**config.mk**
```make
export PLATFORM = sky130hd
export DESIGN_NAME = bct_queue
export DESIGN_NICKNAME = d
export VERILOG_FILES = /design/src/sv/bezier_curve_tessellator_core_macros.svh /design/src/sv/bct_pkg.sv /design/src/sv/bct_queue.sv
export SDC_FILE = /design/constraint.sdc
export NUM_CORES = 1
export LEC_CHECK = 0
export BUFFER_PORTS_ARGS = -buffer_cell sky130_fd_sc_hd__buf_2
export CORE_MARGIN = 8
export CORE_UTILIZATION = 56
export CTS_CLUSTER_SIZE = 40
export DETAILED_ROUTE_END_ITERATION = 8
export PLACE_DENSITY = 0.84
export SYNTH_ARGS = -nofsm -noshare
export SYNTH_HDL_FRONTEND = slang
export SYNTH_SLANG_ARGS = --single-unit
```
**constraint.sdc**
```tcl
create_clock -name i_clk -period 18.2 [get_ports i_clk]
set_input_delay 0.91 -clock i_clk [delete_from_list [all_inputs] [get_ports i_clk]]
set_output_delay 0.91 -clock i_clk [all_outputs]
set_load 0.02 [all_outputs]
```
**src/sv/bezier_curve_tessellator_core_macros.svh**
```systemverilog
// Assertion macros used by the curve tessellator evaluator.
`ifndef BEZIER_CURVE_TESSELLATOR_CORE_MACROS_SVH
`define BEZIER_CURVE_TESSELLATOR_CORE_MACROS_SVH

// Same-cycle implication, disabled while reset is asserted.
`define BCT_ASSERT_IMP(label, clk, rst_n, ante, cons, msg) \
    label: assert property (@(posedge clk) disable iff (!rst_n) (ante) |-> (cons)) \
        else $error(msg);

// Next-cycle implication, disabled while reset is asserted.
`define BCT_ASSERT_NXT(label, clk, rst_n, ante, cons, msg) \
    label: assert property (@(posedge clk) disable iff (!rst_n) (ante) |=> (cons)) \
        else $error(msg);

`endif

```
**src/sv/bct_pkg.sv**
```systemverilog
// Shared constants and types of the curve tessellator.
package bct_pkg;
    localparam int MAX_SEGMENTS = 63;
    localparam int CNT_W        = 6;
    localparam int COORD_W      = 16;
    localparam int T_W          = 17;
    localparam int R_W          = CNT_W + 1;
    localparam int DIV_W        = T_W + 1;
    localparam int DIV_CNT_W    = 5;
    localparam int QUEUE_DEPTH  = 2;
    localparam int QPTR_W       = 1;
    localparam int NPTS         = 4;
    localparam int K_W          = 2;
    localparam int SQ_W         = 2 * T_W - 1;
    localparam int W_W          = 50;
    localparam int PROD_W       = W_W + T_W;
    localparam int ACC_W        = 64;

    localparam logic [T_W-1:0]     T_ONE     = 17'h10000;
    localparam logic [COORD_W-1:0] SIGN_FLIP = 16'h8000;
    localparam logic [ACC_W-1:0]   RND_QUAD  = 64'h0000_0000_8000_0000;
    localparam logic [ACC_W-1:0]   RND_CUBIC = 64'h0000_8000_0000_0000;

    typedef struct packed {
        logic                             cubic;
        logic [CNT_W-1:0]                 n;
        logic [T_W-1:0]                   q_step;
        logic [R_W-1:0]                   r_step;
        logic [NPTS-1:0][COORD_W-1:0]     px;
        logic [NPTS-1:0][COORD_W-1:0]     py;
    } t_job;
endpackage

```
**src/sv/bct_queue.sv**
```systemverilog
// Two-entry job queue between the front end and the evaluator.
module bct_queue
    import bct_pkg::*;
(
    input  logic i_clk,
    input  logic i_rst_n,
    input  t_job i_job,
    input  logic i_push_valid,
    output logic o_push_ready,
    output t_job o_job,
    output logic o_pop_valid,
    input  logic i_pop
);
    t_job              r_mem [QUEUE_DEPTH];
    logic [QPTR_W-1:0] r_head;
    logic [QPTR_W:0]   r_count;

    logic              n_push;
    logic              n_pop;
    logic [QPTR_W-1:0] n_tail;

    always_comb begin
        o_push_ready = (r_count != (QPTR_W + 1)'(QUEUE_DEPTH));
        o_pop_valid  = (r_count != '0);
        n_push       = i_push_valid && o_push_ready;
        n_pop        = i_pop && o_pop_valid;
        n_tail       = QPTR_W'(r_head + r_count[QPTR_W-1:0]);
        o_job        = r_mem[r_head];
    end

    always_ff @(posedge i_clk) begin
        if (!i_rst_n) begin
            r_head  <= '0;
            r_count <= '0;
        end else begin
            if (n_push) begin
                r_mem[n_tail] <= i_job;
            end
            if (n_pop) begin
                r_head <= r_head + 1'b1;
            end
            r_count <= r_count + (QPTR_W + 1)'(n_push) - (QPTR_W + 1)'(n_pop);
        end
    end
endmodule

```
### After elaboration in Yosys (flattened, before gate mapping)

Memory sizes are Yosys's and may differ from the RTL's. A register that Yosys moved wholly into a read port is not among the register bits.
Cells that the tools add are included.

* memories kept: 1
* word-level logic and storage cells: 16
* register bits: 3
* output and inout bits: 161
* RAM bits: 318

* equality and inequality tests: 1
* add/sub/neg operators: 4
* muxes and demuxes: 5
* reduce and logical (&&, ||, !) cells: 3

Memory list
* r_mem: depth 2, bits a word 159, read ports 1, clocked after memory_dff 1, wr ports 1, RTL line bct_queue.sv:14 `t_job r_mem [QUEUE_DEPTH];`

Operator list (count)
* two-way mux 1 bit: 5
* adder 2 x 1 -> 2 bit: 1
* logical AND 1 bit: 2
* != test 2 bit, second input constant: 1
* nonzero test 2 bit: 1
* subtractor 2 x 1 -> 2 bit: 1
* adder 1 bit: 1
* adder 1 bit, second input constant: 1

### Longest topological paths before layout

* depth after elaboration: 5
* mapped depth: 7
* gate-level depth less buffers: 7

### Worst setup path after synthesis

OpenSTA, ideal clock, no wires.

* path kind: input-to-reg
* from: input port i_rst_n
* to: memory r_mem[0][0] (netlist bit), enable pin
* stages: 2
* data arrival time: 8.631 ns
* library setup time: 0.730 ns
* buffers on the path: 0
* data required time: 17.470 ns
* path slack: 8.839 ns
* cells stage by stage: nand2_1 > a21oi_1

* word-level cells in the longest chain between the ends: 2

RTL lines
* start: declaration: RTL line bct_queue.sv:6 `input logic i_rst_n,`
* two-way mux 1 bit: RTL line bct_queue.sv:32 `if (!i_rst_n) begin`
* two-way mux 1 bit (not written as such): RTL line bct_queue.sv:37 `r_mem[n_tail] <= i_job;`
* end: declaration: RTL line bct_queue.sv:14

No other way between the ends.

==> impl_metrics.toml <==
[cells_and_area]
stdcell_count = 1169
area_delta_synth_final_pct = 23.21
final_common_cell = "buf_2"
nNetsFinal = 1031
layout_common_cells = "323 x buf_2, 318 x edfxtp_1, 101 x mux2_4"
finalCoreUtilization_pct = 69.36
drive_gt1_share_pct = 60.43

[sta]
fin_setup_tns_ns = 0
period_needed_ns = 3.770
worst_clock_skew_ns = 0.01637
timing.fmax_ghz = 0.2652
fin_hold_ws_ns = 0.5351
period_share_pct = 20.72
rsz0062_at_grt = "false"
report.final.slew_viol_count = 0
setup_viol = 0
max_slew.worst_pin.slew_ns = 1.059
hold_violations = 0
slew_headroom_pct = 29.41

[outcome]
status = "finished clean"

[place]
gp_congestion = 0.7746
port_buffers = 323
dp_hpwl_mm = 17.94
dp.cells = 1113

[floorplanning]
boundaryPins = 324
die_h_um = 163.2
start_util_pct = 56.29
rows = 54
coreArea_um2 = 21550
die-area_um2 = 26630
die_width_um = 163.2

[yosys]
post_synth_xor_area_fraction_pct = 0.1856
synth_cells = 520
synthSimpleGateAreaFrac_pct = 0.5569
synthAdderAreaFrac_pct = 0.2062
ys_ff_latch = 322
synthesis.area_um2 = 12130
yosysSeqAreaShare_pct = 79.36
syn-num-nets = 685
synth_compound_area_share_pct = 0.1444
yosys_warnings = 0
synth_mux_area_share_pct = 18.05
syn_avg_cell_area_um2 = 23.33
ys_types = 19
synth_top_family_by_area = "multiplexers"
synth_area_leader_cell = "edfxtp_1"
synth_top_area_share_pct = 78.70
synthTopCellsByArea = "edfxtp_1 79%, mux2_4 12%, mux2_2 5.4%, buf_6 1.3%, dfxtp_1 0.66%"

[worst_setup_path]
cp.arrival_ns = 2.86
cp-end-kind = "primary output"
startpoint_type = "flop"
regToRegStartpoint = "r_head$_SDFFE_PN0P_"
critPathKind = "flop to primary output"
r2r_end = "r_mem[1][81]$_DFFE_PP_"
rrSetupSlack_ns = 15.35
crit_fanout = 68
reg2reg_depth = 4
required_ns = 17.29

[clock_tree]
cts_resized = 0
cts_sinks = 322
cts_buffers = 31
ctsRootBufferMaster = "clkbuf_16"
cts_tree = "done"
htreeDepth = 1
clockBufferDepth = 3
clk_latency_ns = 0.54
cts_setup_buffers = 0
hold_buffers = 0
clk_pin_slew_ns = 0.06

[pwr]
p_leak_nw = 5.726
peakVddDrop_mv = 0.1128
total_power_mw = 2.087
p_per_area_nw_per_um2 = 139.6

[route]
antenna_left = 0
wl_mm = 25.53
drt-initial-drc-count = 322
wl_per_cell_um = 21.84
drc_errors = 0
vias = 6163
drt-vias-per-instance = 5.272
first_pass_iters = 4

[grt]
track_usage_pct = 18.32
grt_max_degree = 69
grt_pass1_wl_mm = 37.12
grt_overflow = 0
antenna_found_initial = 9
first_global_vias = 6590

[hold_path]
hold_depth = 2
hold_start = "r_head$_SDFFE_PN0P_"
min_path_type = "flop to flop"

[run]
cap_violations = 0
Yosys cell counts, drive strengths merged:
library cell  count
nand2             4
or3b              1
edfxtp          318
buf              18
xnor3             1
a21oi             2
mux2i             2
mux2            159
inv               1
and2              1
nor2b             1
dfxtp             4
or3               1
ha                2
o21a              1
nand2b            3
or2               1
power by group:
part	total, mW	leakage, nW	switching (mW)	internal [mW]
sequential	0.964	2.95	0.0371	0.927
combinational	0.534	2.32	0.307	0.226
clock	0.589	0.461	0.251	0.339
state kept, by name, indices dropped and copies added (netlist names), named ones only:
signal / flops
r_mem: 318
r_count: 2
r_head: 1
critical path: stages (launching register included):
cell,delay [ns]
dfxtp_4,0.76
buf_4,0.88
mux2_2,0.43
buf_2,0.16
worst max-delay path by stage:
stage                     depth (start not counted)               endpoint
after floorplan                                   2  r_mem[0][0]$_DFFE_PP_
after global placement                            3              o_job[19]
after detailed placement                          3             o_job[139]
after CTS                                         3              o_job[24]
after global routing                              3              o_job[24]
final                                             3              o_job[24]
layer usage:
layer,vias to the layer above,GRT usage [%],part of all wire (%)
met1,3009,20.58,36
met4,14,6.005,2.8
li1,2760,-,-
met2,321,31.31,49
met5,-,0,0.33
met3,59,7.409,11
final cells by class:
type	count	area (µm²)
tap	280	350.3
multi-input combinational	179	2345
timing repair buffer	331	1677
clock inverter	17	137.6
sequential	322	9633
fill	1351	6604
clock buffer	37	798.3
inverter	1	3.754
antenna	2	5.005
metrics by stage:
stage / setup slack (ns) / area [µm²]
6_report: 14.43 / 14950
5_1_grt: 14.29 / 14950
4_1_cts: 14.40 / 14940
3_5_place_dp: 14.98 / 14010
3_3_place_gp: 15.01 / 14010
2_1_floorplan: 8.839 / 12130
logic make-up (layout without fill, tap and decap cells):
family	Yosys count	count (layout)
compound gates	3	3
xor+xnor	1	1
other cells	0	2
fa+ha+maj	2	2
flops	322	322
buf+inv	19	386
mux	161	161
simple gates	12	12
No activity file was read; power rests on OpenSTA's default activity.
