<file path="config.mk">
export PLATFORM = sky130hd
export DESIGN_NAME = bct_front_flat
export DESIGN_NICKNAME = d
export VERILOG_FILES = /design/src/sv/bezier_curve_tessellator_core_macros.svh /design/src/sv/bct_pkg.sv /design/src/sv/bct_if.sv /design/src/sv/bct_front.sv /design/src/flat_wrapper.sv
export SDC_FILE = /design/constraint.sdc
export NUM_CORES = 1
export LEC_CHECK = 0
export BUFFER_PORTS_ARGS = -buffer_cell sky130_fd_sc_hd__buf_2
export CELL_PAD_IN_SITES_DETAIL_PLACEMENT = 1
export CELL_PAD_IN_SITES_GLOBAL_PLACEMENT = 1
export CORE_UTILIZATION = 37
export CTS_BUF_LIST = sky130_fd_sc_hd__clkbuf_8
export DETAILED_ROUTE_END_ITERATION = 10
export PLACE_DENSITY = 0.86
export SLEW_MARGIN = 30
export SYNTH_ARGS = -nofsm -noshare
export SYNTH_HDL_FRONTEND = slang
export SYNTH_SLANG_ARGS = --single-unit
</file>
<file path="constraint.sdc">
create_clock -name i_clk -period 22.4 [get_ports i_clk]
set_input_delay 4.48 -clock i_clk [delete_from_list [all_inputs] [get_ports i_clk]]
set_output_delay 4.48 -clock i_clk [all_outputs]
set_load 0.05 [all_outputs]
</file>
<file path="src/sv/bezier_curve_tessellator_core_macros.svh">
// Assertion macros used by the curve tessellator evaluator.
`ifndef BEZIER_CURVE_TESSELLATOR_CORE_MACROS_SVH
`define BEZIER_CURVE_TESSELLATOR_CORE_MACROS_SVH

// Same-cycle implication, disabled while reset is asserted.
`define BCT_ASSERT_IMP(label, clk, rst_n, ante, cons, msg) \
    label: assert property (@(posedge clk) disable iff (!rst_n) (ante) |-> (cons)) \
        else $error(msg);

// Next-cycle implication, disabled while reset is asserted.
`define BCT_ASSERT_NXT(label, clk, rst_n, ante, cons, msg) \
    label: assert property (@(posedge clk) disable iff (!rst_n) (ante) |=> (cons)) \
        else $error(msg);

`endif

</file>
<file path="src/sv/bct_pkg.sv">
// Shared constants and types of the curve tessellator.
package bct_pkg;
    localparam int MAX_SEGMENTS = 63;
    localparam int CNT_W        = 6;
    localparam int COORD_W      = 16;
    localparam int T_W          = 17;
    localparam int R_W          = CNT_W + 1;
    localparam int DIV_W        = T_W + 1;
    localparam int DIV_CNT_W    = 5;
    localparam int QUEUE_DEPTH  = 2;
    localparam int QPTR_W       = 1;
    localparam int NPTS         = 4;
    localparam int K_W          = 2;
    localparam int SQ_W         = 2 * T_W - 1;
    localparam int W_W          = 50;
    localparam int PROD_W       = W_W + T_W;
    localparam int ACC_W        = 64;

    localparam logic [T_W-1:0]     T_ONE     = 17'h10000;
    localparam logic [COORD_W-1:0] SIGN_FLIP = 16'h8000;
    localparam logic [ACC_W-1:0]   RND_QUAD  = 64'h0000_0000_8000_0000;
    localparam logic [ACC_W-1:0]   RND_CUBIC = 64'h0000_8000_0000_0000;

    typedef struct packed {
        logic                             cubic;
        logic [CNT_W-1:0]                 n;
        logic [T_W-1:0]                   q_step;
        logic [R_W-1:0]                   r_step;
        logic [NPTS-1:0][COORD_W-1:0]     px;
        logic [NPTS-1:0][COORD_W-1:0]     py;
    } t_job;
endpackage

</file>
<file path="src/sv/bct_if.sv">
// Handshake interfaces for the curve input and segment output channels.
interface bct_in_if;
    logic               valid;
    logic               ready;
    logic               mode;
    logic signed [15:0] p1_x;
    logic signed [15:0] p1_y;
    logic signed [15:0] p2_x;
    logic signed [15:0] p2_y;
    logic signed [15:0] p3_x;
    logic signed [15:0] p3_y;
    logic signed [15:0] p4_x;
    logic signed [15:0] p4_y;
    logic        [5:0]  segments;

    modport source (output valid, mode, p1_x, p1_y, p2_x, p2_y, p3_x, p3_y, p4_x, p4_y,
                    segments, input ready);
    modport sink (input valid, mode, p1_x, p1_y, p2_x, p2_y, p3_x, p3_y, p4_x, p4_y,
                  segments, output ready);
endinterface


</file>
<file path="src/sv/bct_front.sv">
// Front end: accepts a curve, clamps the count and derives the t step by division.
module bct_front
    import bct_pkg::*;
(
    input  logic       i_clk,
    input  logic       i_rst_n,
    bct_in_if.sink     i_in,
    output t_job       o_job,
    output logic       o_job_valid,
    input  logic       i_job_ready
);
    typedef enum logic [1:0] {S_IDLE, S_DIV, S_PUSH} t_state;

    t_state                       r_state;
    logic                         r_cubic;
    logic [CNT_W-1:0]             r_n;
    logic [NPTS-1:0][COORD_W-1:0] r_px;
    logic [NPTS-1:0][COORD_W-1:0] r_py;
    logic [R_W-1:0]               r_div_d;
    logic [R_W-1:0]               r_rem;
    logic [DIV_W-1:0]             r_quo;
    logic [DIV_CNT_W-1:0]         r_cnt;

    logic [CNT_W-1:0]             n_n;
    logic [R_W:0]                 n_rem_sh;

    always_comb begin
        if (i_in.segments == '0) begin
            n_n = CNT_W'(1);
        end else if (i_in.segments > CNT_W'(MAX_SEGMENTS)) begin
            n_n = CNT_W'(MAX_SEGMENTS);
        end else begin
            n_n = i_in.segments;
        end
        n_rem_sh = {r_rem, (r_cnt == DIV_CNT_W'(DIV_W - 1))};
    end

    always_ff @(posedge i_clk) begin
        if (!i_rst_n) begin
            r_state <= S_IDLE;
        end else begin
            case (r_state)
                S_IDLE: begin
                    if (i_in.valid) begin
                        r_cubic <= i_in.mode;
                        r_n     <= n_n;
                        r_px[0] <= $unsigned(i_in.p1_x) ^ SIGN_FLIP;
                        r_px[1] <= $unsigned(i_in.p2_x) ^ SIGN_FLIP;
                        r_px[2] <= $unsigned(i_in.p3_x) ^ SIGN_FLIP;
                        r_px[3] <= $unsigned(i_in.p4_x) ^ SIGN_FLIP;
                        r_py[0] <= $unsigned(i_in.p1_y) ^ SIGN_FLIP;
                        r_py[1] <= $unsigned(i_in.p2_y) ^ SIGN_FLIP;
                        r_py[2] <= $unsigned(i_in.p3_y) ^ SIGN_FLIP;
                        r_py[3] <= $unsigned(i_in.p4_y) ^ SIGN_FLIP;
                        r_div_d <= {n_n, 1'b0};
                        r_rem   <= '0;
                        r_quo   <= '0;
                        r_cnt   <= DIV_CNT_W'(DIV_W - 1);
                        r_state <= S_DIV;
                    end
                end
                S_DIV: begin
                    if (n_rem_sh >= {1'b0, r_div_d}) begin
                        r_rem <= R_W'(n_rem_sh - {1'b0, r_div_d});
                        r_quo <= {r_quo[DIV_W-2:0], 1'b1};
                    end else begin
                        r_rem <= n_rem_sh[R_W-1:0];
                        r_quo <= {r_quo[DIV_W-2:0], 1'b0};
                    end
                    r_cnt <= r_cnt - 1'b1;
                    if (r_cnt == '0) begin
                        r_state <= S_PUSH;
                    end
                end
                S_PUSH: begin
                    if (i_job_ready) begin
                        r_state <= S_IDLE;
                    end
                end
                default: r_state <= S_IDLE;
            endcase
        end
    end

    always_comb begin
        i_in.ready   = (r_state == S_IDLE);
        o_job_valid  = (r_state == S_PUSH);
        o_job.cubic  = r_cubic;
        o_job.n      = r_n;
        o_job.q_step = r_quo[T_W-1:0];
        o_job.r_step = r_rem;
        o_job.px     = r_px;
        o_job.py     = r_py;
    end
endmodule

</file>
<file path="src/flat_wrapper.sv">
// flat-port wrapper written by rule: the top's interface ports become plain ports
module bct_front_flat import bct_pkg::*;
  (i_clk, i_rst_n, o_job, o_job_valid, i_job_ready, i_in_valid, i_in_mode, i_in_p1_x, i_in_p1_y, i_in_p2_x, i_in_p2_y, i_in_p3_x, i_in_p3_y, i_in_p4_x, i_in_p4_y, i_in_segments, i_in_ready);
  bct_in_if i_in_i ();
  input  logic i_clk;
  input  logic i_rst_n;
  output t_job o_job;
  output logic o_job_valid;
  input  logic i_job_ready;
  input wire logic [$bits(i_in_i.valid)-1:0] i_in_valid;
  input wire logic [$bits(i_in_i.mode)-1:0] i_in_mode;
  input wire logic [$bits(i_in_i.p1_x)-1:0] i_in_p1_x;
  input wire logic [$bits(i_in_i.p1_y)-1:0] i_in_p1_y;
  input wire logic [$bits(i_in_i.p2_x)-1:0] i_in_p2_x;
  input wire logic [$bits(i_in_i.p2_y)-1:0] i_in_p2_y;
  input wire logic [$bits(i_in_i.p3_x)-1:0] i_in_p3_x;
  input wire logic [$bits(i_in_i.p3_y)-1:0] i_in_p3_y;
  input wire logic [$bits(i_in_i.p4_x)-1:0] i_in_p4_x;
  input wire logic [$bits(i_in_i.p4_y)-1:0] i_in_p4_y;
  input wire logic [$bits(i_in_i.segments)-1:0] i_in_segments;
  output wire logic [$bits(i_in_i.ready)-1:0] i_in_ready;
  assign i_in_i.valid = i_in_valid;
  assign i_in_i.mode = i_in_mode;
  assign i_in_i.p1_x = i_in_p1_x;
  assign i_in_i.p1_y = i_in_p1_y;
  assign i_in_i.p2_x = i_in_p2_x;
  assign i_in_i.p2_y = i_in_p2_y;
  assign i_in_i.p3_x = i_in_p3_x;
  assign i_in_i.p3_y = i_in_p3_y;
  assign i_in_i.p4_x = i_in_p4_x;
  assign i_in_i.p4_y = i_in_p4_y;
  assign i_in_i.segments = i_in_segments;
  assign i_in_ready = i_in_i.ready;
  bct_front u_core (.i_clk(i_clk), .i_rst_n(i_rst_n), .i_in(i_in_i), .o_job(o_job), .o_job_valid(o_job_valid), .i_job_ready(i_job_ready));
endmodule
</file>
* Yosys cells after proc, flatten, opt, wreduce, memory -nomap -nowiden *
Cells that the tools add are included.

storage, ports and cells
  word-level logic and storage cells = 54
  input bits = 139
  output and inout bits = 161
  register bits = 166

cells by class
  add/sub/neg operators = 2
  muxes and demuxes = 13
  order comparisons = 2
  equality and inequality tests = 6
  reductions and logical operators = 8
  bitwise logic cells = 8

operators with widths
  operator                                                                count
  17-bit case mux with 2 select lines                                     1
  17-bit two-way mux                                                      1
  7-bit two-way mux                                                       2
  7-bit case mux with 2 select lines                                      1
  5-bit case mux with 2 select lines                                      1
  3-bit AND reduction                                                     3
  8-bit by 7-bit >= comparator with 1-bit output                          1
  1-bit NOT                                                               8
  7-bit subtractor                                                        1
  6-bit greater-than comparator (second input constant)                   1
  6-bit zero test                                                         1
  2-bit two-way mux                                                       3
  6-bit two-way mux                                                       1
  2-bit case mux with 3 select lines                                      1
  5-bit equality test (second input constant)                             1
  5-bit zero test                                                         1
  5-bit two-way mux                                                       1
  5-bit by 1-bit subtractor with 5-bit output (second input constant)     1
  2-bit by 1-bit != test with 1-bit output (second input constant)        2
  2-bit by 1-bit equality test with 1-bit output (second input constant)  1
  2-bit equality test (second input constant)                             1
  2-bit zero test                                                         1
  2-bit != test (second input constant)                                   1
  2-bit nonzero test                                                      1
  2 further kinds                                                         2

* Depth between registers and ports, before layout *
  depth in word-level cells = 4
  mapped depth = 9
  gate-level depth less buffers = 9

* Least setup slack after synthesis *
No wires, ideal clock.

  path type = input port to flip-flop
  from = input port i_rst_n
  to = register u_core.r_py (netlist bit u_core.o_job[0]) (enable)
  data arrival time = 17.284 ns
  required time = 21.430 ns
  path slack = 4.146 ns
  stages = 1
  path through = nor4bb_1

between the ends
  word-level cells in the longest chain between the ends = 1

RTL lines
  item                           line               source
  start, declared                flat_wrapper.sv:6  input logic i_rst_n;
  3-bit AND reduction (no line)  -
  end, declared                  bct_front.sv:18    logic [NPTS-1:0][COORD_W-1:0] r_py;

Every way passes these cells.
A chain may end at the register's enable or synchronous reset.

* Worst setup path in the final report *
  from = input port i_rst_n
  to = register u_core.r_py (netlist bit u_core.o_job[48]) (enable)

The elaborated chain is that of the path after synthesis.

==> impl_metrics.json <==
{
  "status": "finished, final reports clean",
  "antenna_found_initial": 2,
  "initial_utilization_pct": 38.1,
  "timing_worst_setup_path_type": "primary input to flop",
  "vias_per_cell": 4.58,
  "vias": 3766,
  "critPathTopFamily": "buffers and inverters",
  "layout_common_cells": "buf_2 (299), edfxtp_1 (164), inv_1 (18)",
  "h-tree-depth": 4,
  "syn-num-nets": 444,
  "p_per_area_nw_per_um2": 87.1,
  "hold_viol": 0,
  "gp_congestion": 0.818,
  "fill_cells": 1589,
  "yosysSeqAreaShare_pct": 85.2,
  "ir_worst_vdd_mv": 0.0492,
  "clockPowerShare_pct": 31.5,
  "antenna_left": 0,
  "slowest_stage": "buf_4",
  "cp_cell_sequence": "buf_2 > nor4bb_4 > buf_4 > buf_4",
  "gr-usage-all-layers_pct": 19.2,
  "fin_area_sq_um": 7940,
  "dp_slack_ps": 15560,
  "critPathLaunchType": "primary input",
  "yosysWarningCount": 0,
  "worst_slack_ps": 16010,
  "rows": 45,
  "dp_hpwl_um": 12000,
  "ctsRootBufferMaster": "clkbuf_8",
  "clock_sinks": 166,
  "drt_iter0_drc": 277,
  "slew_viol_final": 0,
  "yosysUniqueCellTypes": 42,
  "p_int_mw": 0.490,
  "die_x_um": 128,
  "die_y_um": 128,
  "power_mw": 0.691,
  "dieArea_sq_um": 16300,
  "finalSetupViolCount": 0,
  "synthFlopType": "edfxtp_1",
  "grt_max_degree": 73,
  "final.setup.tns_ps": 0,
  "cp.required_ps": 22470,
  "grt_pass1_wl_um": 22400,
  "dr_wl_met2_um": 8670,
  "met3RoutedLength_um": 1160,
  "combPwrFrac_pct": 15.4,
  "avgSynthCellArea_sq_um": 19.7,
  "synth_edf_count": 164,
  "syn_to_final_growth_pct": 36.2,
  "cellLeakagePower_nw": 3.32,
  "firstDrtPassIters": 4,
  "cts_post_setup_buffers_inserted": 0,
  "worst_path_most_repeated_cell": "buf_4",
  "rsz0062_at_grt": "false",
  "cp-end-kind": "flop",
  "fin_crit_ps": 6390,
  "drc": 0,
  "worst_pin_slew_ps": 898,
  "io_pins": 300,
  "wl_um": 15500,
  "cts_max_path_buffers": 2,
  "grt_pass1_vias": 4083,
  "cts_inserted_buffers": 17,
  "antennaDiodeCount": 0,
  "wl_met1_um": 5380,
  "slowest_delay_ps": 830,
  "hold_class": "flop to flop",
  "cts_tree": "done",
  "relSlewSlack_pct": 40.2,
  "seq_power_share_pct": 53.1,
  "max_freq_ghz": 0.156,
  "cp.arrival_ps": 6460,
  "fin_worst_skew_ps": 14.0,
  "async_flop_share_pct": 0,
  "swShare_pct": 29.2,
  "synth_cells": 296,
  "overflow": 0,
  "hold-worst-slack_ps": 561,
  "nets": 747,
  "holdBufCountCts": 0,
  "cap_violations": 0,
  "final_common_cell": "buf_2",
  "clk_pin_slew_ps": 90,
  "crit_path_max_fanout": 72,
  "io_buffers": 299,
  "avgRoutedWirePerCell_um": 18.8,
  "worst-path-buf-inv": 3,
  "clock_latency_ps": 450,
  "drive_gt1_share_pct": 56.5,
  "syn_area_sq_um": 5830,
  "power.net_switching_mw": 0.202,
  "routed.top_layer": "met5",
  "post_dp_cell_area_sq_um": 7530,
  "fin_crit_sh_pct": 28.5,
  "fp.coreArea_sq_um": 15300,
  "ys_seq_elements": 166,
  "cts.repair.resized": 0
}
-- sequential cells by signal, indices dropped and copies added (netlist names) --
register	count
u_core.o_job	128
u_core.r_quo	17
u_core.r_rem	7
u_core.r_n	6
u_core.r_cnt	5
u_core.r_state	2
u_core.r_cubic	1
-- synthesized netlist by cell type (2+ instances only) --
cell	number	area [sq um]
a211o_1	2	17.5
a21oi_1	7	35.0
a21oi_2	2	17.5
and2_1	17	106
buf_4	8	60.1
clkbuf_1	8	30.0
dfxtp_1	2	40.0
edfxtp_1	164	4920
ha_1	8	100
inv_1	18	67.6
nand2_1	3	11.3
nand2b_1	4	25.0
nand3_1	5	25.0
nor2_1	9	33.8
nor2b_1	4	25.0
nor3_1	3	15.0
o21ai_0	5	25.0
xnor2_1	3	26.3
-- stage by stage --
stage	instances	util, %
5_1_grt	823	51.8
3_3_place_gp	791	49.2
4_1_cts	823	51.8
3_5_place_dp	791	49.2
6_report	823	51.8
2_1_floorplan	296	-
-- worst register-to-register path: cells and delay by family (launching register included) --
family,cells,cell delay (ps)
simple gates,1,300
buf+inv,2,1560
flops,1,400
-- power by group through the flow --
stage	clock network [mW]	registers, mW	logic (mW)
after global placement	0	0.373	0.103
after floorplan	0	0.424	0.0294
after CTS	0.224	0.368	0.107
final	0.218	0.367	0.106
after detailed placement	0	0.375	0.107
after global routing	0.233	0.369	0.112
-- logic make-up (layout without fill, tap and decap cells) --
family,after synthesis,count (layout),synth area share (%)
simple gates,52,52,5.11
fa+ha+maj,9,9,2.06
xor+xnor,4,4,0.601
compound gates,29,29,4.17
flops,166,166,85.2
buf+inv,36,352,2.88
-- area by class of cell --
cell class / count / area (sq um) / area share (%)
clock inverter: 15 / 170 / 2.14
inverter: 18 / 67.6 / 0.851
clock buffer: 17 / 234 / 2.95
sequential: 166 / 4960 / 62.5
tap: 211 / 264 / 3.33
timing repair buffer: 302 / 1520 / 19.1
multi-input combinational: 94 / 718 / 9.05
-- layer usage --
metal / global-route usage (%) / vias up
li1: - / 1707
met1: 19.8 / 1854
met2: 35.8 / 181
met3: 6.87 / 22
met4: 6.72 / 2
met5: 0 / -
-- worst paths after layout --
check                     from          endpoint  slack (ps)  cells after the start
max                    i_rst_n  u_core.o_job[48]       16010                      4
min           u_core.r_quo[12]  u_core.r_quo[13]         560                      1
min reg2reg   u_core.r_quo[12]  u_core.r_quo[13]         560                      1
max reg2reg  u_core.r_state[1]  u_core.o_job[48]       19730                      3
Note: power is estimated with default switching activity, not from simulation.
